`src/rtl/core/srr_pkg.sv`:
```
`timescale 1ns / 1ps
// ----------------------------------------------------------------------------
// srr_pkg
// Shared types and constants of the selective-repeat receiver.
// ----------------------------------------------------------------------------
package srr_pkg;

  // Window register width and reset value
  localparam int unsigned WIN_BITS = 4;
  localparam logic [WIN_BITS-1:0] WIN_RESET = 4'd4;

  // One packet never releases more than this many payloads
  localparam int unsigned MAX_DELIVER = 8;

  // Result kinds
  localparam logic KIND_ACK  = 1'b0;
  localparam logic KIND_DATA = 1'b1;

  // Controller sequence
  typedef enum logic [1:0] {
    ST_IDLE,
    ST_EVAL,
    ST_READ,
    ST_EMIT
  } st_t;

  // Result load strobe and flags from controller to output register
  typedef struct packed {
    logic ld;
    logic kind;
    logic last;
  } res_ctl_t;

endpackage

```
`src/rtl/core/srr_pay_mem.sv`:
```
`timescale 1ns / 1ps
// ----------------------------------------------------------------------------
// srr_pay_mem
// Payload buffer: one write port, one read port, registered read data.
// ----------------------------------------------------------------------------
module srr_pay_mem #(
  parameter int unsigned DEPTH = 8,
  parameter int unsigned AW    = 3,
  parameter int unsigned DW    = 64
) (
  input  logic          clk,
  input  logic          we,
  input  logic [AW-1:0] waddr,
  input  logic [DW-1:0] wdata,
  input  logic          re,
  input  logic [AW-1:0] raddr,
  output logic [DW-1:0] rdata
);

  logic [DW-1:0] mem [DEPTH];

  // Write port
  always_ff @(posedge clk) begin
    if (we) begin
      mem[waddr] <= wdata;
    end
  end

  // Read port, data held until the next read
  always_ff @(posedge clk) begin
    if (re) begin
      rdata <= mem[raddr];
    end
  end

endmodule

```
`src/rtl/core/srr_out_reg.sv`:
```
`timescale 1ns / 1ps
// ----------------------------------------------------------------------------
// srr_out_reg
// Result holding register between the controller and the output stream.
// ----------------------------------------------------------------------------
module srr_out_reg
  import srr_pkg::*;
#(
  parameter int unsigned SEQ_BITS     = 8,
  parameter int unsigned PAYLOAD_BITS = 64
) (
  input  logic                    clk,
  input  logic                    rst,
  input  res_ctl_t                res,
  input  logic [SEQ_BITS-1:0]     res_ack,
  input  logic [PAYLOAD_BITS-1:0] res_pay,
  output logic                    free,
  output logic                    out_valid,
  input  logic                    out_ready,
  output logic                    out_kind,
  output logic                    out_last,
  output logic [SEQ_BITS-1:0]     out_ack,
  output logic [PAYLOAD_BITS-1:0] out_pay
);

  // Slot can take a new result when empty or being drained
  assign free = !out_valid || out_ready;

  // Valid flag
  always_ff @(posedge clk) begin
    if (rst) begin
      out_valid <= 1'b0;
    end else if (res.ld) begin
      out_valid <= 1'b1;
    end else if (out_ready) begin
      out_valid <= 1'b0;
    end
  end

  // Payload of the held result
  always_ff @(posedge clk) begin
    if (res.ld) begin
      out_kind <= res.kind;
      out_last <= res.last;
      out_ack  <= res_ack;
      out_pay  <= res_pay;
    end
  end

endmodule

```
`src/rtl/core/srr_ctrl.sv`:
```
`timescale 1ns / 1ps
// ----------------------------------------------------------------------------
// srr_ctrl
// Window bookkeeping, waiting flags and the in-order release sequencer.
// ----------------------------------------------------------------------------
module srr_ctrl
  import srr_pkg::*;
#(
  parameter int unsigned BUF_DEPTH    = 8,
  parameter int unsigned SLOT_W       = 3,
  parameter int unsigned SEQ_BITS     = 8,
  parameter int unsigned PAYLOAD_BITS = 64
) (
  input  logic                    clk,
  input  logic                    rst,
  // configuration
  input  logic                    cfg_wr_en,
  input  logic [WIN_BITS-1:0]     cfg_wr_data,
  // packet request
  input  logic                    in_valid,
  output logic                    in_ready,
  input  logic                    in_ok,
  input  logic [SEQ_BITS-1:0]     in_seq,
  input  logic [PAYLOAD_BITS-1:0] in_pay,
  // payload buffer
  output logic                    mem_we,
  output logic [SLOT_W-1:0]       mem_waddr,
  output logic [PAYLOAD_BITS-1:0] mem_wdata,
  output logic                    mem_re,
  output logic [SLOT_W-1:0]       mem_raddr,
  input  logic [PAYLOAD_BITS-1:0] mem_rdata,
  // result register
  input  logic                    res_free,
  output res_ctl_t                res,
  output logic [SEQ_BITS-1:0]     res_ack,
  output logic [PAYLOAD_BITS-1:0] res_pay
);

  // Widest usable window
  localparam int unsigned HALF  = 1 << (SEQ_BITS - 1);
  localparam int unsigned WM0   = (BUF_DEPTH < MAX_DELIVER) ? BUF_DEPTH : MAX_DELIVER;
  localparam int unsigned W_MAX = (WM0 < HALF) ? WM0 : HALF;
  localparam int unsigned CW    = (SEQ_BITS > WIN_BITS) ? SEQ_BITS : WIN_BITS;
  localparam int unsigned SW    = SLOT_W + 1;
  localparam logic [SEQ_BITS-1:0] SEQ_MAX = {SEQ_BITS{1'b1}};

  st_t                     state, state_next;
  logic [WIN_BITS-1:0]     window_size;
  logic [SEQ_BITS-1:0]     base;
  logic [SLOT_W-1:0]       base_slot;
  logic [BUF_DEPTH-1:0]    flags;
  logic [WIN_BITS-1:0]     cnt;
  logic                    pk_ok;
  logic [SEQ_BITS-1:0]     pk_seq;
  logic [PAYLOAD_BITS-1:0] pk_pay;

  logic [WIN_BITS-1:0] w_eff;
  logic [SEQ_BITS-1:0] d, d_neg;
  logic                in_win, in_old;
  logic [SW-1:0]       slot_sum;
  logic [SLOT_W-1:0]   slot, nxt_slot;
  logic                more;
  logic                set_flag, release_one;

  // Effective window: clamped to [1, W_MAX]
  always_comb begin
    if (window_size == '0) begin
      w_eff = WIN_BITS'(1);
    end else if (window_size > WIN_BITS'(W_MAX)) begin
      w_eff = WIN_BITS'(W_MAX);
    end else begin
      w_eff = window_size;
    end
  end

  // Window classification of the held packet
  assign d      = pk_seq - base;
  assign d_neg  = base - pk_seq;
  assign in_win = CW'(d) < CW'(w_eff);
  assign in_old = !in_win && (CW'(d_neg) <= CW'(w_eff));

  // Buffer slot = seq mod depth; seq below base means it wrapped past zero,
  // and then seq itself is smaller than the depth
  assign slot_sum = SW'(base_slot) + SW'(d);
  always_comb begin
    if (pk_seq < base) begin
      slot = SLOT_W'(pk_seq);
    end else if (slot_sum >= SW'(BUF_DEPTH)) begin
      slot = SLOT_W'(slot_sum - SW'(BUF_DEPTH));
    end else begin
      slot = SLOT_W'(slot_sum);
    end
  end

  // Slot of base + 1
  always_comb begin
    if (base == SEQ_MAX || base_slot == SLOT_W'(BUF_DEPTH - 1)) begin
      nxt_slot = '0;
    end else begin
      nxt_slot = base_slot + SLOT_W'(1);
    end
  end

  // Another release follows this one
  assign more = flags[nxt_slot] && (WIN_BITS'(cnt + WIN_BITS'(1)) < w_eff);

  // Next state and outputs
  always_comb begin
    state_next  = state;
    in_ready    = 1'b0;
    mem_we      = 1'b0;
    mem_re      = 1'b0;
    set_flag    = 1'b0;
    release_one = 1'b0;
    res         = '0;
    res_ack     = '0;
    res_pay     = '0;
    unique case (state)
      ST_IDLE: begin
        in_ready = 1'b1;
        if (in_valid) begin
          state_next = ST_EVAL;
        end
      end
      ST_EVAL: begin
        if (!pk_ok || !(in_win || in_old)) begin
          state_next = ST_IDLE;
        end else if (res_free) begin
          res.ld   = 1'b1;
          res.kind = KIND_ACK;
          res.last = !(in_win && d == '0);
          res_ack  = pk_seq;
          if (in_win && !flags[slot]) begin
            mem_we   = 1'b1;
            set_flag = 1'b1;
          end
          state_next = (in_win && d == '0) ? ST_READ : ST_IDLE;
        end
      end
      ST_READ: begin
        mem_re     = 1'b1;
        state_next = ST_EMIT;
      end
      ST_EMIT: begin
        if (res_free) begin
          res.ld      = 1'b1;
          res.kind    = KIND_DATA;
          res.last    = !more;
          res_pay     = mem_rdata;
          release_one = 1'b1;
          state_next  = more ? ST_READ : ST_IDLE;
        end
      end
      default: state_next = ST_IDLE;
    endcase
  end

  assign mem_waddr = slot;
  assign mem_wdata = pk_pay;
  assign mem_raddr = base_slot;

  // State register
  always_ff @(posedge clk) begin
    if (rst) begin
      state <= ST_IDLE;
    end else begin
      state <= state_next;
    end
  end

  // Window register
  always_ff @(posedge clk) begin
    if (rst) begin
      window_size <= WIN_RESET;
    end else if (cfg_wr_en) begin
      window_size <= cfg_wr_data;
    end
  end

  // Window base, waiting flags and release count
  always_ff @(posedge clk) begin
    if (rst) begin
      base      <= '0;
      base_slot <= '0;
      flags     <= '0;
      cnt       <= '0;
    end else begin
      if (set_flag) begin
        flags[slot] <= 1'b1;
      end
      if (state == ST_EVAL) begin
        cnt <= '0;
      end
      if (release_one) begin
        flags[base_slot] <= 1'b0;
        base             <= base + SEQ_BITS'(1);
        base_slot        <= nxt_slot;
        cnt              <= cnt + WIN_BITS'(1);
      end
    end
  end

  // Held packet
  always_ff @(posedge clk) begin
    if (in_valid && in_ready) begin
      pk_ok  <= in_ok;
      pk_seq <= in_seq;
      pk_pay <= in_pay;
    end
  end

endmodule

```
`src/rtl/core/selective_repeat_receiver.sv`:
```
`timescale 1ns / 1ps
// ----------------------------------------------------------------------------
// selective_repeat_receiver
// Selective-repeat receiver: acknowledges, buffers and releases in order.
// ----------------------------------------------------------------------------
// Usage
//   s_axis carries one packet per request: tuser = checksum flag, tdata =
//   sequence number and payload. m_axis carries results: tuser = kind
//   (0 acknowledgement, 1 delivery), tlast marks the final result of a
//   packet. A corrupt or out-of-range packet yields no result.
//   cfg_wr_en/cfg_wr_data write the window size; write only while idle.
// Sequence
//   A packet is taken in IDLE and classified in EVAL in the next cycle,
//   where its acknowledgement is loaded into the output register once
//   that register is free. Each released payload then takes one read of
//   the payload buffer in READ and one load of the output register in EMIT.
// Reset and stalls
//   rst clears the window base, the waiting flags and the output valid flag
//   and sets the window to 4; the payload buffer is not cleared. While
//   m_axis_tready is low the held result stays and the sequencer waits; a
//   new packet is still taken while the last result of the previous one
//   waits in the output register.
// ----------------------------------------------------------------------------
module selective_repeat_receiver
  import srr_pkg::*;
#(
  parameter int unsigned BUF_DEPTH    = 8,
  parameter int unsigned SEQ_BITS     = 8,
  parameter int unsigned PAYLOAD_BITS = 64,
  localparam int unsigned DW = ((SEQ_BITS + PAYLOAD_BITS + 7) / 8) * 8
) (
  input  logic                clk,
  input  logic                rst,
  // configuration
  input  logic                cfg_wr_en,
  input  logic [WIN_BITS-1:0] cfg_wr_data,
  // packet stream
  input  logic                s_axis_tvalid,
  output logic                s_axis_tready,
  input  logic [DW-1:0]       s_axis_tdata,   // seq_number, payload
  input  logic                s_axis_tuser,   // checksum_ok
  // result stream
  output logic                m_axis_tvalid,
  input  logic                m_axis_tready,
  output logic [DW-1:0]       m_axis_tdata,   // ack_number, delivered_payload
  output logic                m_axis_tuser,   // kind
  output logic                m_axis_tlast
);

  localparam int unsigned SLOT_W = (BUF_DEPTH > 1) ? $clog2(BUF_DEPTH) : 1;
  localparam int unsigned PADW   = DW - SEQ_BITS - PAYLOAD_BITS;

  logic                    mem_we, mem_re, res_free;
  logic [SLOT_W-1:0]       mem_waddr, mem_raddr;
  logic [PAYLOAD_BITS-1:0] mem_wdata, mem_rdata, res_pay, out_pay;
  logic [SEQ_BITS-1:0]     res_ack, out_ack;
  res_ctl_t                res;

  // Controller
  srr_ctrl #(
    .BUF_DEPTH    (BUF_DEPTH),
    .SLOT_W       (SLOT_W),
    .SEQ_BITS     (SEQ_BITS),
    .PAYLOAD_BITS (PAYLOAD_BITS)
  ) u_ctrl (
    .clk         (clk),
    .rst         (rst),
    .cfg_wr_en   (cfg_wr_en),
    .cfg_wr_data (cfg_wr_data),
    .in_valid    (s_axis_tvalid),
    .in_ready    (s_axis_tready),
    .in_ok       (s_axis_tuser),
    .in_seq      (s_axis_tdata[SEQ_BITS-1:0]),
    .in_pay      (s_axis_tdata[SEQ_BITS +: PAYLOAD_BITS]),
    .mem_we      (mem_we),
    .mem_waddr   (mem_waddr),
    .mem_wdata   (mem_wdata),
    .mem_re      (mem_re),
    .mem_raddr   (mem_raddr),
    .mem_rdata   (mem_rdata),
    .res_free    (res_free),
    .res         (res),
    .res_ack     (res_ack),
    .res_pay     (res_pay)
  );

  // Payload buffer
  srr_pay_mem #(
    .DEPTH (BUF_DEPTH),
    .AW    (SLOT_W),
    .DW    (PAYLOAD_BITS)
  ) u_mem (
    .clk   (clk),
    .we    (mem_we),
    .waddr (mem_waddr),
    .wdata (mem_wdata),
    .re    (mem_re),
    .raddr (mem_raddr),
    .rdata (mem_rdata)
  );

  // Output register
  srr_out_reg #(
    .SEQ_BITS     (SEQ_BITS),
    .PAYLOAD_BITS (PAYLOAD_BITS)
  ) u_out (
    .clk       (clk),
    .rst       (rst),
    .res       (res),
    .res_ack   (res_ack),
    .res_pay   (res_pay),
    .free      (res_free),
    .out_valid (m_axis_tvalid),
    .out_ready (m_axis_tready),
    .out_kind  (m_axis_tuser),
    .out_last  (m_axis_tlast),
    .out_ack   (out_ack),
    .out_pay   (out_pay)
  );

  // Pack result fields, zero padding on top
  generate
    if (PADW > 0) begin : g_pad
      assign m_axis_tdata = {{PADW{1'b0}}, out_pay, out_ack};
    end else begin : g_nopad
      assign m_axis_tdata = {out_pay, out_ack};
    end
  endgenerate

endmodule
```
`config.mk`:
```
export PLATFORM = sky130hd
export DESIGN_NAME = selective_repeat_receiver
export DESIGN_NICKNAME = d
export VERILOG_FILES = /design/src/rtl/core/srr_pkg.sv /design/src/rtl/core/srr_pay_mem.sv /design/src/rtl/core/srr_out_reg.sv /design/src/rtl/core/srr_ctrl.sv /design/src/rtl/core/selective_repeat_receiver.sv
export SDC_FILE = /design/constraint.sdc
export NUM_CORES = 1
export LEC_CHECK = 0
export ABC_CLOCK_PERIOD_IN_PS = 11360
export BUFFER_PORTS_ARGS = -buffer_cell sky130_fd_sc_hd__buf_4
export CAP_MARGIN = 20
export CORE_ASPECT_RATIO = 1.25
export CORE_UTILIZATION = 50
export DETAILED_ROUTE_END_ITERATION = 7
export HOLD_SLACK_MARGIN = 0.02
export PLACE_DENSITY = 0.67
export SLEW_MARGIN = 10
export SYNTH_ARGS = -nofsm -noshare
export SYNTH_HDL_FRONTEND = slang
export SYNTH_SLANG_ARGS = --single-unit
```
`constraint.sdc`:
```
create_clock -name clk -period 11.36 [get_ports clk]
set_clock_uncertainty 0.2 [all_clocks]
set_input_delay 2.272 -clock clk [delete_from_list [all_inputs] [get_ports clk]]
set_output_delay 2.272 -clock clk [all_outputs]
set_load 0.005 [all_outputs]
```
==> results by stage, run 1 <==
Layout:
- The fraction of final layout cells with drive strength greater than 1 is between 30% and 40%.
- The number of antenna cells inserted is 0.
- Fill cells in the final layout number 4031.
- In the final layout, the multi-input gates occupy 0.00590 sq mm.
- Summing all flip-flop and latch instances after layout gives 0.0223 sq mm.
- The area growth from synthesis to layout is 15.5%.
- Leaving out filler cells and counting taps, the final layout contains 2351.
- The final layout contains 1668 nets.

Global route:
- The initial antenna violation count is 2.
- The met3 demand-to-capacity share in global routing is 3.01%.
- The via count of the first global-routing pass is 14200.
- The most used routing layer in global routing is met2.
- The global-route met2 utilization is between 30% and 40%.
- The total global-route track usage is 19.6%.
- The met1 layer usage reported by global route is 25.3%.
- The wire length of the first global-routing pass is 84500 microns.
- The pin count of the biggest net entering global routing is 103.
- The overflow left after global routing is 0.

CTS:
- For the worst-skew pair, the clock arrives at the later sink with an insertion delay of between 600 and 700 ps.
- The clock passes through at most 3 buffers.
- Counting the buffers created by CTS gives 73.
- Clock-pin slew was measured on the worst setup and hold paths at 60 ps.
- CTS built an H-tree with a depth of 3.
- Hold repair after CTS inserted 0 buffers.
- The number of post-CTS setup repair buffers is 0.
- For this design, the sink count on the clock tree is 753.
- The post-CTS resize count is 0.
- The root buffer selected by CTS is sky130_fd_sc_hd__clkbuf_16.
- TritonCTS built the clock tree.

Synth:
- Each instance of the synthesized netlist takes up on average about 21 sq um.
- The most used flip-flop cell after synthesis is sky130_fd_sc_hd__edfxtp_1.
- In the synthesized netlist the async set-or-reset flop fraction comes to 0%.
- The most frequent cell after synthesis is sky130_fd_sc_hd__edfxtp_1.
- The share of the Yosys chip area taken by registers is 78.2%.
- The count of flip-flops with a built-in enable after synthesis is around 720.
- The number of flip-flops and latches in the synthesized netlist is 753.
- The synthesized design spends more area on one cell type than any other, namely sky130_fd_sc_hd__edfxtp_1.
- The number of nets in the synthesized netlist is 1479.
- The top cell type by area accounts for 76.1% of the synthesized area.
- In the post-synthesis netlist, the biggest area contributors are sky130_fd_sc_hd__edfxtp_1 (76%), sky130_fd_sc_hd__mux4_2 (10%), sky130_fd_sc_hd__mux2_2 (2.6%), sky130_fd_sc_hd__dfxtp_1 (2.1%), sky130_fd_sc_hd__and3_1 (1.5%).
- During synthesis, Yosys emitted a total of 0 warnings.
- The synthesized netlist occupies a cell area of 0.0285 sq mm.
- The synthesized instance count is 1366.
- After synthesis, the netlist uses between 50 and 60 different library cells.
- By count the netlist is led by sky130_fd_sc_hd__edfxtp_1 (723), sky130_fd_sc_hd__mux4_2 (129), sky130_fd_sc_hd__and3_1 (67).

Setup path:
- The worst-path maximum fanout is 60.
- STA puts the critical path data arrival time at around 5000 ps.
- The critical path endpoint category is a flip-flop.
- The startpoint identified for the worst register-to-register timing path is u_ctrl.pk_seq[1].
- For flop-to-flop paths, the worst setup slack is 6300 ps.
- The number of cells on the worst reg-to-reg path is 14.
- In this run the critical register-to-register path is captured at u_out.out_pay[51].
- The critical path required time is ~11000 ps.
- The startpoint type of the worst setup path is a flip-flop.
- The classification of the worst setup path is flip-flop to flip-flop.

STA:
- The final count of pins violating max slew is 0.
- The period utilization is 44.5%.
- The clock period minus worst slack is 5060 ps.
- The final count of hold timing violations is 0.
- The relative max-transition margin is around 25%.
- Setup violations remaining at the end of the flow were counted as 0.
- On the final layout, the worst hold slack is 326 ps.
- The post-route setup TNS is 0 ps.
- At the pin with the least slew margin, the transition time is 1120 ps.
- Setup repair after global routing left no endpoint under its margin.
- For this run, the top clock speed supported by timing is 198 MHz.

Routing:
- The number of design rule violations left after detail routing is 0.
- The first TritonRoute pass finished after 5 iterations.
- After detailed routing, the total wire length is 56000 microns.
- After detailed routing, the average wire length per cell comes to between 20 and 25 microns.
- Detailed routing inserted a total of about 13000 vias.
- The average via count per standard cell is 5.71.
- In this run the remaining antenna-violating nets after routing total 0.
- The number of violations reported at the end of detailed-routing iteration 0 is 1082.

Place:
- The number of I/O port buffers is 157.
- The routability congestion estimate is 0.823.
- The placed instance count is 2219.
- The detailed-placement wirelength estimate is 30100 microns.

Power and ir drop:
- In this run the static leakage power is 11.0 nW.
- The power density over cell area is 168 mW/mm^2.
- The maximum vdd drop is 0.110 mV.

Floorplanning:
- The placeable core region is 0.0562 sq mm.
- In this run the core area contains 97 standard-cell rows.
- Once the floorplan was initialized, standard cells occupied about 51% of the core.
- The die covers 0.0580 sq mm.
- In this run the horizontal extent of the chip is 216 microns.
- The die is 269 microns tall.
- For this design the top-level I/O count stands at 158.

Min path:
- The path type of the worst min-delay path is flip-flop to flip-flop.
- The worst hold path terminates at u_ctrl.cnt[2].
- The worst hold path passes through 2 cells.
- The worst hold path begins at u_ctrl.cnt[2].

Job:
- The total of max-cap violations is 0.

Outcome:
- The flow ran to the end, and the final reports show no timing, DRC or antenna violations.
-- area by class of cell --
type / instances / area share (%)
clock buffers: 95 / 5.86
well taps: 742 / 2.82
repair buffers: 177 / 4.25
inverters: 34 / 0.387
flip-flops and latches: 753 / 67.8
multi-input cells: 516 / 17.9
clock inverters: 34 / 1.01
-- placed cells by master, fill, tap and decap left out, types with 5 or more instances in the layout --
cell / n
sky130_fd_sc_hd__clkbuf_1: 21
sky130_fd_sc_hd__nand3_1: 5
sky130_fd_sc_hd__buf_4: 173
sky130_fd_sc_hd__o21ai_0: 10
sky130_fd_sc_hd__nand2_1: 16
sky130_fd_sc_hd__and3_1: 67
sky130_fd_sc_hd__dfxtp_1: 26
sky130_fd_sc_hd__nor3_1: 10
sky130_fd_sc_hd__ha_1: 28
sky130_fd_sc_hd__a41oi_1: 5
sky130_fd_sc_hd__mux4_2: 129
sky130_fd_sc_hd__mux2i_1: 7
sky130_fd_sc_hd__mux2_2: 66
sky130_fd_sc_hd__clkinv_2: 11
sky130_fd_sc_hd__a21oi_1: 22
sky130_fd_sc_hd__o21a_1: 7
sky130_fd_sc_hd__a31oi_1: 9
sky130_fd_sc_hd__nor2_1: 47
sky130_fd_sc_hd__inv_1: 33
sky130_fd_sc_hd__edfxtp_1: 723
sky130_fd_sc_hd__xnor2_1: 10
sky130_fd_sc_hd__clkinv_1: 10
sky130_fd_sc_hd__nor2b_1: 6
sky130_fd_sc_hd__clkbuf_16: 74
sky130_fd_sc_hd__xor2_1: 5
sky130_fd_sc_hd__bufinv_16: 5
-- critical path: stages (launching register included) --
cell	delay, ps
sky130_fd_sc_hd__edfxtp_1	470
sky130_fd_sc_hd__inv_1	230
sky130_fd_sc_hd__ha_1	290
sky130_fd_sc_hd__nor2b_1	160
sky130_fd_sc_hd__o21a_1	170
sky130_fd_sc_hd__nor2_1	120
sky130_fd_sc_hd__xnor2_1	100
sky130_fd_sc_hd__ha_1	350
sky130_fd_sc_hd__o211a_1	160
sky130_fd_sc_hd__a221oi_1	260
sky130_fd_sc_hd__a21oi_1	70
sky130_fd_sc_hd__nor4_1	490
sky130_fd_sc_hd__nor3_1	190
sky130_fd_sc_hd__nor2_4	560
sky130_fd_sc_hd__buf_4	810
-- routing by layer --
metal	wire length (microns)	vias up	part of all wire, %
li1	-	5931	-
met1	23300	7062	42
met2	28900	354	52
met3	2550	68	4.6
met4	1220	0	2.2
met5	0	-	0
-- report_power, final --
part	leakage [nW]	switching, W	total [W]	internal, W
Combinational	2.97	0.0000667	0.000111	0.0000443
Clock	1.10	0.000989	0.00231	0.00132
Sequential	6.91	0.0000394	0.00311	0.00307
-- per-stage QoR --
step	instance area (sq um)	utilization (%)	setup slack, ps	power (W)
floorplan	28500	-	1470	0.00321
global placement	30600	54.4	5950	0.00327
detailed placement	30600	54.4	5920	0.00328
CTS	32900	58.5	6380	0.00558
global route	32900	58.6	6050	0.00570
finish	32900	58.6	6300	0.00553
-- sequential cells by signal, indices dropped and copies added, names as in the netlist, 2 cells and up --
name and flops:
u_ctrl.cnt 4, u_out.out_ack 8, u_out.out_pay 64, u_ctrl.flags 8, u_ctrl.mem_wdata 64, u_ctrl.mem_raddr 3, u_ctrl.state 2, u_mem.mem 512
u_ctrl.window_size 4, u_ctrl.pk_seq 8, u_mem.rdata 64, u_ctrl.base 8
-- logic make-up after synthesis --
kind of cell	after synthesis	synth area share, %
buffers and inverters	97	1.33
flip-flops	753	78.2
XOR/XNOR	15	0.461
AO/OA/AOI/OAI	84	2.04
AND/OR/NAND/NOR	183	3.41
adder cells (fa/ha/maj)	32	1.47
multiplexers	202	13.0
-- worst max path at each step --
| stage | cells past startpoint | from | to | slack (ps) |
|---|---|---|---|---|
| detailed placement | 7 | m_axis_tready | u_mem.mem[3][27] | 5920 |
| floorplan | 5 | m_axis_tready | u_mem.mem[4][0] | 1470 |
| CTS | 14 | u_ctrl.pk_seq[1] | u_out.out_pay[50] | 6380 |
| global route | 14 | u_ctrl.pk_seq[1] | u_out.out_pay[50] | 6050 |
| finish | 14 | u_ctrl.pk_seq[1] | u_out.out_pay[51] | 6300 |
| global placement | 7 | m_axis_tready | u_mem.mem[1][27] | 5950 |
Note: power is estimated with default switching activity, not from simulation.
==> inputs of run 2 (changes only) <==
--- a/config.mk
+++ b/config.mk
@@ -5,7 +5,8 @@
 export SDC_FILE = /design/constraint.sdc
 export NUM_CORES = 1
 export LEC_CHECK = 0
-export ABC_CLOCK_PERIOD_IN_PS = 11360
+export ABC_AREA = 1
+export ABC_CLOCK_PERIOD_IN_PS = 4700
 export BUFFER_PORTS_ARGS = -buffer_cell sky130_fd_sc_hd__buf_4
 export CAP_MARGIN = 20
 export CORE_ASPECT_RATIO = 1.25
==> constraint.sdc (replaced) <==
create_clock -name clk -period 4.7 [get_ports clk]
set_clock_uncertainty 0.2 [all_clocks]
set_input_delay 0.94 -clock clk [delete_from_list [all_inputs] [get_ports clk]]
set_output_delay 0.94 -clock clk [all_outputs]
set_load 0.005 [all_outputs]
==> run 2 against run 1 <==
Critical path depth is 6 higher. Sequential power is 140% higher. Power grew 140%. Synthesized area rose by 1.6%. Combinational power up 110%. Design area rose by 1.6%. Core utilization is 0.15 points lower. Non-clock buffer count grew 5. Die area is 1.6% higher. Via count increased by 24%. Flip-flop and latch count is the same. Final cell count grew 29%. Largest power group unchanged. Highest routed layer is now met5.
==> results by stage, run 2 <==
Floorplanning:
- For this configuration, the core starts out at a cell density of between 50% and 60%.
- The area enclosed by the die boundary is 0.0589 sq mm.
- The floorplan die width is ~220 microns.
- The placeable core region is 0.0573 sq mm.
- The chip height is approximately 270 microns.
- The standard-cell row count is between 90 and 100.
- The number of I/O pins is 158.

CTS:
- The hold buffer count at CTS is 0.
- The deepest level of the CTS H-tree is 3.
- The number of post-CTS setup repair buffers is 0.
- The clock reaches the later pin of the worst-skew pair after about 610 ps.
- In this run the deepest clock path goes through 3 buffers.
- Counting every sink on the clock net gives 753.
- The cell sitting at the root of the clock tree is a sky130_fd_sc_hd__clkbuf_16.
- The CTS buffer count is 75.
- In this run, post-CTS repair resized a total of 0 instances.
- TritonCTS built the clock tree.
- Clock-pin slew was measured on the worst setup and hold paths at 60 ps.

Layout:
- The post-route core utilization is between 50% and 60%.
- The post-synthesis to final-layout area growth is 15.5%.
- The library cells used most frequently in the layout, excluding fill and tap cells, are sky130_fd_sc_hd__edfxtp_1 (723), sky130_fd_sc_hd__nor2_1 (293), sky130_fd_sc_hd__o21ai_0 (268).
- After filler insertion, the fill cell instance count of the layout stands at between 4000 and 5000.
- The number of nets in the finished design is 2330.
- The number of flip-flops in the largest register is 512.
- The multi-input logic area is 0.00575 sq mm.
- The most common cell after layout, fill and taps aside is sky130_fd_sc_hd__edfxtp_1.
- Across the whole layout, storage elements account for 0.0223 sq mm.
- u_mem.mem holds more flip-flops than any other register.
- The post-route netlist has 14.3% of its cells at a drive strength greater than 1.
- The repair_antennas step left the layout with diodes totalling 0.
- Once layout is complete, the cells apart from fillers number 3023.

Synth:
- Yosys attributes the largest share of cell area to sky130_fd_sc_hd__edfxtp_1 (75%), sky130_fd_sc_hd__o21ai_0 (4.6%), sky130_fd_sc_hd__nor2_1 (3.8%), sky130_fd_sc_hd__o21a_1 (3.3%), sky130_fd_sc_hd__dfxtp_1 (2.1%).
- Sequential cells were found to cover 77.0% of the synthesized design area.
- In this run, distinct cell masters in the synthesized netlist total 36.
- In this run the biggest area consumer among cell types represents 74.9% of the synthesized area.
- By instance count, the leading cell after synthesis is sky130_fd_sc_hd__edfxtp_1.
- The warning count from the yosys run is 0.
- A synthesized cell averages 14.1 sq um.
- The top flip-flop cell by instance count after synthesis is sky130_fd_sc_hd__edfxtp_1.
- The count of flip-flops with a built-in enable after synthesis is roughly 720.
- The number of flip-flops and latches in the synthesized netlist is 753.
- The synthesized instance count is roughly 2000.
- After synthesis, the most frequently instantiated cells are sky130_fd_sc_hd__edfxtp_1 (723), sky130_fd_sc_hd__nor2_1 (297), sky130_fd_sc_hd__o21ai_0 (268).
- The fraction of registers with async set or reset after synthesis is 0%.
- The top cell type by total area after synthesis is sky130_fd_sc_hd__edfxtp_1.
- In this run the cell area of the synthesized design comes to 0.0290 sq mm.
- The number of nets in the synthesized netlist is ~2200.

Routing:
- The total length of routed wires is 62300 microns.
- In this run the remaining antenna-violating nets after routing total 0.
- The number of design rule violations left after detail routing is 0.
- The average via count per standard cell is 5.52.
- The detailed router finished its first iteration with 1361 violations.
- The total vias in the final route is 16700.
- The pre-antenna-repair detailed-routing pass consisted of 8 iterations.
- The average wire per cell in the routed design is 20.6 microns.

Setup path:
- STA classifies the critical path endpoint as a flip-flop.
- The delay of the slowest critical-path stage is 480 ps.
- The critical path's top delay family is adder cells.
- The arrival time at the worst endpoint is 4220 ps.
- The startpoint type of the worst setup path is a flip-flop.
- The endpoint identified for the worst register-to-register timing path is u_mem.mem[6][9].
- Setup slack on the worst reg-to-reg path comes out at roughly 570 ps.
- The critical path crosses 20 cells after its start point.
- In this run the worst path has a maximum fanout of 26.
- The launch point of the worst path is u_ctrl.pk_seq[0].
- Counting cells, the worst reg-to-reg path comes to 20.
- Walking the worst path, the cells encountered are inv_1 -> ha_1 -> inv_1 -> fa_1 -> inv_1 -> fa_1 -> xor2_1 -> nand2_1 -> nand2_1 -> nand2_2 -> nand2_2 -> inv_2 -> nand2_2 -> nor2_1 -> nand2_1 -> nand3_2 -> nor2_4 -> nand3_1 -> clkinv_2 -> buf_12.
- The beginning of the worst register-to-register path is u_ctrl.pk_seq[0].
- The critical path's slowest cell is sky130_fd_sc_hd__fa_1.
- The setup path with the least slack is of type flip-flop to flip-flop.
- The timing endpoint of the critical path is u_mem.mem[6][9].
- At the worst endpoint, the required time is 4790 ps.
- The count of buffer and inverter cells on the critical path is 6.

Min path:
- In this run the worst hold path is classified as flip-flop to flip-flop.

Place:
- The detailed-placement wirelength estimate is ~34000 microns.
- Including well taps, the total number of placed cells is 2890.
- Before CTS, the worst setup slack after placement is 602 ps.
- The number of I/O port buffers is 157.
- The routability congestion estimate is 0.879.

Global route:
- The wire length of the first global-routing pass is 95600 microns.
- The overflow left after global routing is 0.
- The total global-route track usage is 21.3%.
- The met1 layer usage reported by global route is about 28%.
- The initial antenna violation count is 1.
- For this run, global-route usage on met3 was measured as approximately 3%.
- Entering global routing, the biggest net connects 259 pins.
- The global-route met2 utilization is 36.2%.
- The most used routing layer in global routing is met2.
- The via count of the first global-routing pass is 16700.

STA:
- The period utilization is 87.9%.
- The smallest clock period supported by the final layout is computed as 4130 ps.
- The slew of the pin with the lowest slew margin is 1100 ps.
- Headroom to the max-slew limit came out at 26.4%.
- The number of failing setup endpoints in the final timing report is 0.
- The final count of pins violating max slew is 0.
- Based on the critical path, the design can be clocked at up to 242 MHz.
- Setup slack on the critical path of the routed design comes to 566 ps.
- Setup repair after global routing left no endpoint under its margin.
- The final count of hold timing violations is 0.
- Setup total negative slack on the finished layout was measured at 0 ps.

Power and ir drop:
- Dividing total power by cell area gives a power density of approximately 400 mW/mm^2.
- The leakage power is 11.6 nW.
- IR analysis of the VDD net gives a maximum drop of 0.262 mV.

Outcome:
- The flow ran to the end, and the final reports show no timing, DRC or antenna violations.

Job:
- The tool flagged a number of max-cap violations equal to 0.
==> run 2: worst register-to-register path, cell delays in order (launching register included) <==
cell and delay (ps):
sky130_fd_sc_hd__edfxtp_1 410, sky130_fd_sc_hd__inv_1 130, sky130_fd_sc_hd__ha_1 160, sky130_fd_sc_hd__inv_1 70, sky130_fd_sc_hd__fa_1 480, sky130_fd_sc_hd__inv_1 80
sky130_fd_sc_hd__fa_1 450, sky130_fd_sc_hd__xor2_1 160, sky130_fd_sc_hd__nand2_1 70, sky130_fd_sc_hd__nand2_1 80, sky130_fd_sc_hd__nand2_2 60, sky130_fd_sc_hd__nand2_2 90
sky130_fd_sc_hd__inv_2 60, sky130_fd_sc_hd__nand2_2 60, sky130_fd_sc_hd__nor2_1 50, sky130_fd_sc_hd__nand2_1 90, sky130_fd_sc_hd__nand3_2 100, sky130_fd_sc_hd__nor2_4 210
sky130_fd_sc_hd__nand3_1 140, sky130_fd_sc_hd__clkinv_2 380, sky130_fd_sc_hd__buf_12 270
==> run 2: kinds of logic (layout without fill, tap and decap cells) <==
kind of cell / count (synthesis) / count (layout) / synth area share [%]
DFF: 753 / 753 / 77.0
and+or+nand+nor: 509 / 509 / 7.21
AOI/OAI and AO/OA: 503 / 503 / 10.7
buffers and inverters: 254 / 467 / 3.39
adders and majority gates: 31 / 31 / 1.42
xor gates and xnor gates: 10 / 10 / 0.302
==> run 2: worst min-delay path by stage <==
stage	startpoint	endpoint	cells after the start
after floorplan	u_ctrl.flags[7]	u_ctrl.flags[7]	2
after CTS	s_axis_tdata[32]	u_ctrl.mem_wdata[24]	1
final	u_ctrl.base[7]	u_ctrl.base[7]	2
after global placement	u_ctrl.cnt[3]	u_ctrl.cnt[3]	2
after detailed placement	u_ctrl.flags[3]	u_ctrl.flags[3]	2
after global routing	s_axis_tdata[35]	u_ctrl.mem_wdata[27]	1
==> run 2: area by class of cell <==
type                    count  share of cell area, %
well taps                 750                   2.80
inverters                 152                   1.75
clock inverters            44                  0.960
multi-input cells        1053                   17.2
flip-flops and latches    753                   66.6
clock buffers              89                   5.95
repair buffers            182                   4.72
==> run 2: where the power goes <==
part	switching, W	leakage (nW)	internal (W)
logic	0.000135	3.68	0.0000962
registers	0.0000822	6.80	0.00740
clock network	0.00244	1.13	0.00320
==> run 2: metal layers <==
metal | vias to the layer above | wire length, microns
li1 | 7815 | -
met1 | 8276 | 26400
met2 | 494 | 31200
met3 | 97 | 3150
met4 | 2 | 1580
met5 | - | 16
==> run 2: through the flow <==
stage / area [sq um] / hold WS [ps] / power, W
2_1_floorplan: 29000 / 237 / 0.00771
3_3_place_gp: 31200 / 268 / 0.00784
3_5_place_dp: 31200 / 277 / 0.00785
4_1_cts: 33500 / 269 / 0.0135
5_1_grt: 33500 / 285 / 0.0137
6_report: 33500 / 282 / 0.0133
==> inputs of run 3 (changes only) <==
--- a/config.mk
+++ b/config.mk
@@ -17,4 +17,5 @@
 export SLEW_MARGIN = 10
 export SYNTH_ARGS = -nofsm -noshare
 export SYNTH_HDL_FRONTEND = slang
+export SYNTH_HIERARCHICAL = 1
 export SYNTH_SLANG_ARGS = --single-unit
==> run 3 against run 2 <==
Clock power is 3% higher. Non-clock buffer count is 15 higher. Register-to-register slack worse by 260 ps. Core utilization is 0.37 points lower. Critical path type unchanged. Highest routed layer is now met4. Sequential share of layout area is 6.3 points lower. Global-route usage is 0.26 points higher. Sequential power hardly changed. Final cell count is 36% higher. Synthesized area is 12% higher. Critical path depth is 1 higher. Synthesized cell count is 49% higher. Setup slack worse by 260 ps. Largest cell class unchanged.
==> results by stage, run 3 <==
Setup path:
- The critical path depth is 21.
- The delay of the slowest critical-path stage is ~540 ps.
- For the worst setup path, the data required time is 4820 ps.
- The critical path goes through inv_1 -> ha_1 -> inv_1 -> fa_1 -> inv_1 -> fa_1 -> inv_1 -> nand2_1 -> nand2_1 -> o21ai_0 -> nand2_1 -> nand2_4 -> nand2_4 -> inv_4 -> nand4_2 -> nand2_2 -> nor2_4 -> and3_1 -> nand2_1 -> nor2_4 -> clkbuf_16.
- Counting cells, the worst reg-to-reg path comes to 21.
- The worst setup path is captured at a flip-flop.
- The worst setup path is of the flip-flop to flip-flop kind.
- The count of buffer and inverter cells on the critical path is 6.
- The critical path's top delay family is simple AND/OR/NAND/NOR gates.
- The critical path's slowest cell is sky130_fd_sc_hd__fa_1.
- The startpoint type of the worst setup path is a flip-flop.
- The arrival time at the worst endpoint is between 4000 and 5000 ps.
- In this run the worst path has a maximum fanout of 20.

Layout:
- The number of nets in the finished design is between 3000 and 4000.
- The number of antenna diodes in the final layout is 0.
- The fraction of final layout cells with drive strength greater than 1 is between 10% and 20%.
- The number of standard cells in the final layout excluding fillers is 4112.
- The register bank with the most flops is u_mem/mem.
- The number of flip-flops in the largest register is 512.
- The count of fill cells added during filler insertion is 5136.
- The most common cell after layout, fill and taps aside is sky130_fd_sc_hd__nand2_1.
- The post-route core utilization is 58.1%.
- In the layout the commonest cells are sky130_fd_sc_hd__nand2_1 (995), sky130_fd_sc_hd__edfxtp_1 (723), sky130_fd_sc_hd__inv_1 (602).
- The post-synthesis to final-layout area growth is 14.2%.
- With fillers left out, the area of the finished cells amounts to 0.0370 sq mm.

STA:
- The final count of hold timing violations is 0.
- The relative max-transition margin is 33.2%.
- The final count of pins violating max slew is 0.
- The final worst setup slack is 306 ps.
- The clock period minus worst slack is 4390 ps.
- Setup violations remaining at the end of the flow were counted as 0.
- The upper clock frequency limit is 228 MHz.
- The post-route setup TNS is 0 ps.
- The slew of the pin with the lowest slew margin is 999 ps.
- The period utilization is 93.5%.

Synth:
- The post-synthesis sequential area ratio is 68.9%.
- Synthesis produced 3065 cells.
- After synthesis, the cell types taking the most area are sky130_fd_sc_hd__edfxtp_1 (67%), sky130_fd_sc_hd__nand2_1 (12%), sky130_fd_sc_hd__inv_1 (7.0%), sky130_fd_sc_hd__nand3_1 (4.5%), sky130_fd_sc_hd__dfxtp_1 (1.9%).
- The synthesized netlist occupies a cell area of 0.0324 sq mm.
- Counting every net in the synthesized netlist gives 3180.
- The commonest cells after synthesis are sky130_fd_sc_hd__nand2_1 (997), sky130_fd_sc_hd__edfxtp_1 (723), sky130_fd_sc_hd__inv_1 (603).
- The share of synthesized area in the top cell type comes to 67.0%.
- The average instance in the mapped netlist occupies 10.6 sq um.
- The most common cell in the synthesized netlist is sky130_fd_sc_hd__nand2_1.
- In this run, distinct cell masters in the synthesized netlist total 43.
- sky130_fd_sc_hd__edfxtp_1 takes more of the synthesized area than any other cell.
- The fraction of registers with async set or reset after synthesis is 0%.
- In this run, synthesis produced a sequential element count of roughly 750.
- Yosys mapped a number of flops with a built-in enable equal to between 700 and 800.
- In the synthesized netlist the dominant register cell turns out to be sky130_fd_sc_hd__edfxtp_1.
- During synthesis, Yosys emitted a total of 6 warnings.

Min path:
- The path class of the tightest hold or removal check is input pin to flip-flop.
- The hold path depth is 1.

Power and ir drop:
- The maximum vdd drop is 0.291 mV.
- For this design the ratio of total power to cell area is 366 mW/mm^2.
- The leakage power is 16.3 nW.

Floorplanning:
- The placeable core region is 0.0637 sq mm.
- The floorplan has about 100 rows.
- around 160 I/O pins were placed.
- In this run the horizontal extent of the chip is 230 microns.
- The die covers 0.0658 sq mm.
- The starting density of the core is 50.9%.
- From bottom edge to top edge, the die measures roughly 290 microns.

Global route:
- The initial antenna violation count was 0.
- The overflow left after global routing is 0.
- The pin count of the biggest net entering global routing is around 210.
- The total global-route track usage is 21.5%.
- The via count of the first global-routing pass is 20300.
- The wire length of the first global-routing pass is 109000 microns.

Place:
- Input and output buffers added on the ports amount to about 160.
- OpenSTA, run right after detailed placement, puts the worst setup slack at 313 ps.
- The HPWL after detailed placement is 41100 microns.
- The routability congestion estimate is between 0.8 and 0.9.
- Counting tap cells, the placed design contains a total of around 4000 instances.
- In this run the cell area measured after placement is 0.0345 sq mm.

CTS:
- The number of clock buffers added by TritonCTS is 75.
- For this design, the CTS-stage hold fixing added 0 buffers.
- At the later pin of the worst-skew pair, clock insertion delay measures approximately 620 ps.
- The number of clock sinks is approximately 750.
- The deepest level of the CTS H-tree is 3.
- The root buffer selected by CTS is sky130_fd_sc_hd__clkbuf_16.
- After clock tree synthesis, the clock-pin slew on the worst setup and hold paths is approximately 60 ps.
- TritonCTS built the clock tree.
- The number of setup buffers added after CTS is 0.
- The buffer levels on the longest clock path is 3.

Routing:
- Summing over every cut layer, the via total after detailed routing is 20600.
- The average wire per cell in the routed design is 17.3 microns.
- Using the TritonRoute via totals, the vias-per-cell ratio works out to 5.01.
- After detailed routing, the number of remaining DRC violations is 0.
- The number of violations reported at the end of detailed-routing iteration 0 is around 1600.
- The count of nets left with antenna violations once routing finished came out at 0.
- The number of iterations in the first detailed-routing pass is 5.
- Summed over all layers, the routed wires come to 71200 microns.

Outcome:
- The run finished with clean final reports.

Job:
- The total of max-cap violations is 0.
[run 3: changes by cell type in the layout (fill, tap and decap cells not counted), sizes merged, moves of 5 or more]
cell | previous run | this run
o21a | 126 | 1
nand3 | 49 | 296
clkinv | 47 | 32
o2111ai | 63 | 0
inv | 144 | 614
o41ai | 0 | 8
clkinvlp | 2 | 7
buf | 182 | 194
nand4 | 9 | 19
nand2 | 138 | 1017
nor2 | 302 | 124
o21ai | 268 | 18
[run 3: worst paths after layout]
kind                    startpoint                    end  slack, ps
max               u_ctrl/pk_seq[0]       u_mem/mem[5][33]        310
min               s_axis_tdata[38]   u_ctrl/mem_wdata[30]        290
max reg2reg       u_ctrl/pk_seq[0]       u_mem/mem[5][33]        310
min reg2reg  u_ctrl/window_size[0]  u_ctrl/window_size[0]        290
[run 3: where the power goes]
| part | switching [W] | total [W] | internal [W] | leakage [nW] |
|---|---|---|---|---|
| logic | 0.000165 | 0.000266 | 0.000101 | 8.14 |
| registers | 0.0000908 | 0.00748 | 0.00739 | 6.96 |
| clock network | 0.00251 | 0.00580 | 0.00329 | 1.15 |
[run 3: layer usage]
layer  track usage [%]  vias to the layer above  share of wire [%]
li1                  -                    10000                  -
met1              27.3                     9888                 42
met2              37.8                      572                 51
met3              2.95                       92                5.0
met4              7.58                        0                2.1
met5                 0                        -                  0
[run 3: timing repair]
item | in CTS | in global routing
setup endpoints to repair | 0 | 99
gates resized for setup | 0 | 1
endpoints found under the hold margin | 0 | 0
[run 3: layout make-up]
type / count / area (sq um) / area share [%]
well taps: 840 / 1050 / 2.84
clock inverters: 50 / 422 / 1.14
flip-flops and latches: 753 / 22300 / 60.3
clock buffers: 85 / 1960 / 5.29
inverters: 608 / 2300 / 6.21
multi-input cells: 1579 / 7160 / 19.4
repair buffers: 197 / 1780 / 4.81
[run 3: worst reg2reg max path: cells and delay by family (launching register included)]
kind / cells / cell delay, ps
adders and majority gates: 3 / 1130
AOI/OAI and AO/OA: 1 / 80
buffers and inverters: 6 / 710
DFF: 1 / 430
and+or+nand+nor: 11 / 1550
[run 3: through the flow]
stage / hold WS (ps) / power, W
after floorplan: 243 / 0.00773
after global placement: 260 / 0.00789
after detailed placement: 277 / 0.00789
after CTS: 254 / 0.0137
after global routing: 268 / 0.0139
final: 293 / 0.0136
[run 3: cell families after synthesis]
family                     after synthesis  synth area share (%)
and+or+nand+nor                       1470                  19.0
buffers and inverters                  733                  9.31
DFF                                    753                  68.9
adders and majority gates               33                  1.34
xor gates and xnor gates                 7                 0.212
AOI/OAI and AO/OA                       69                  1.25
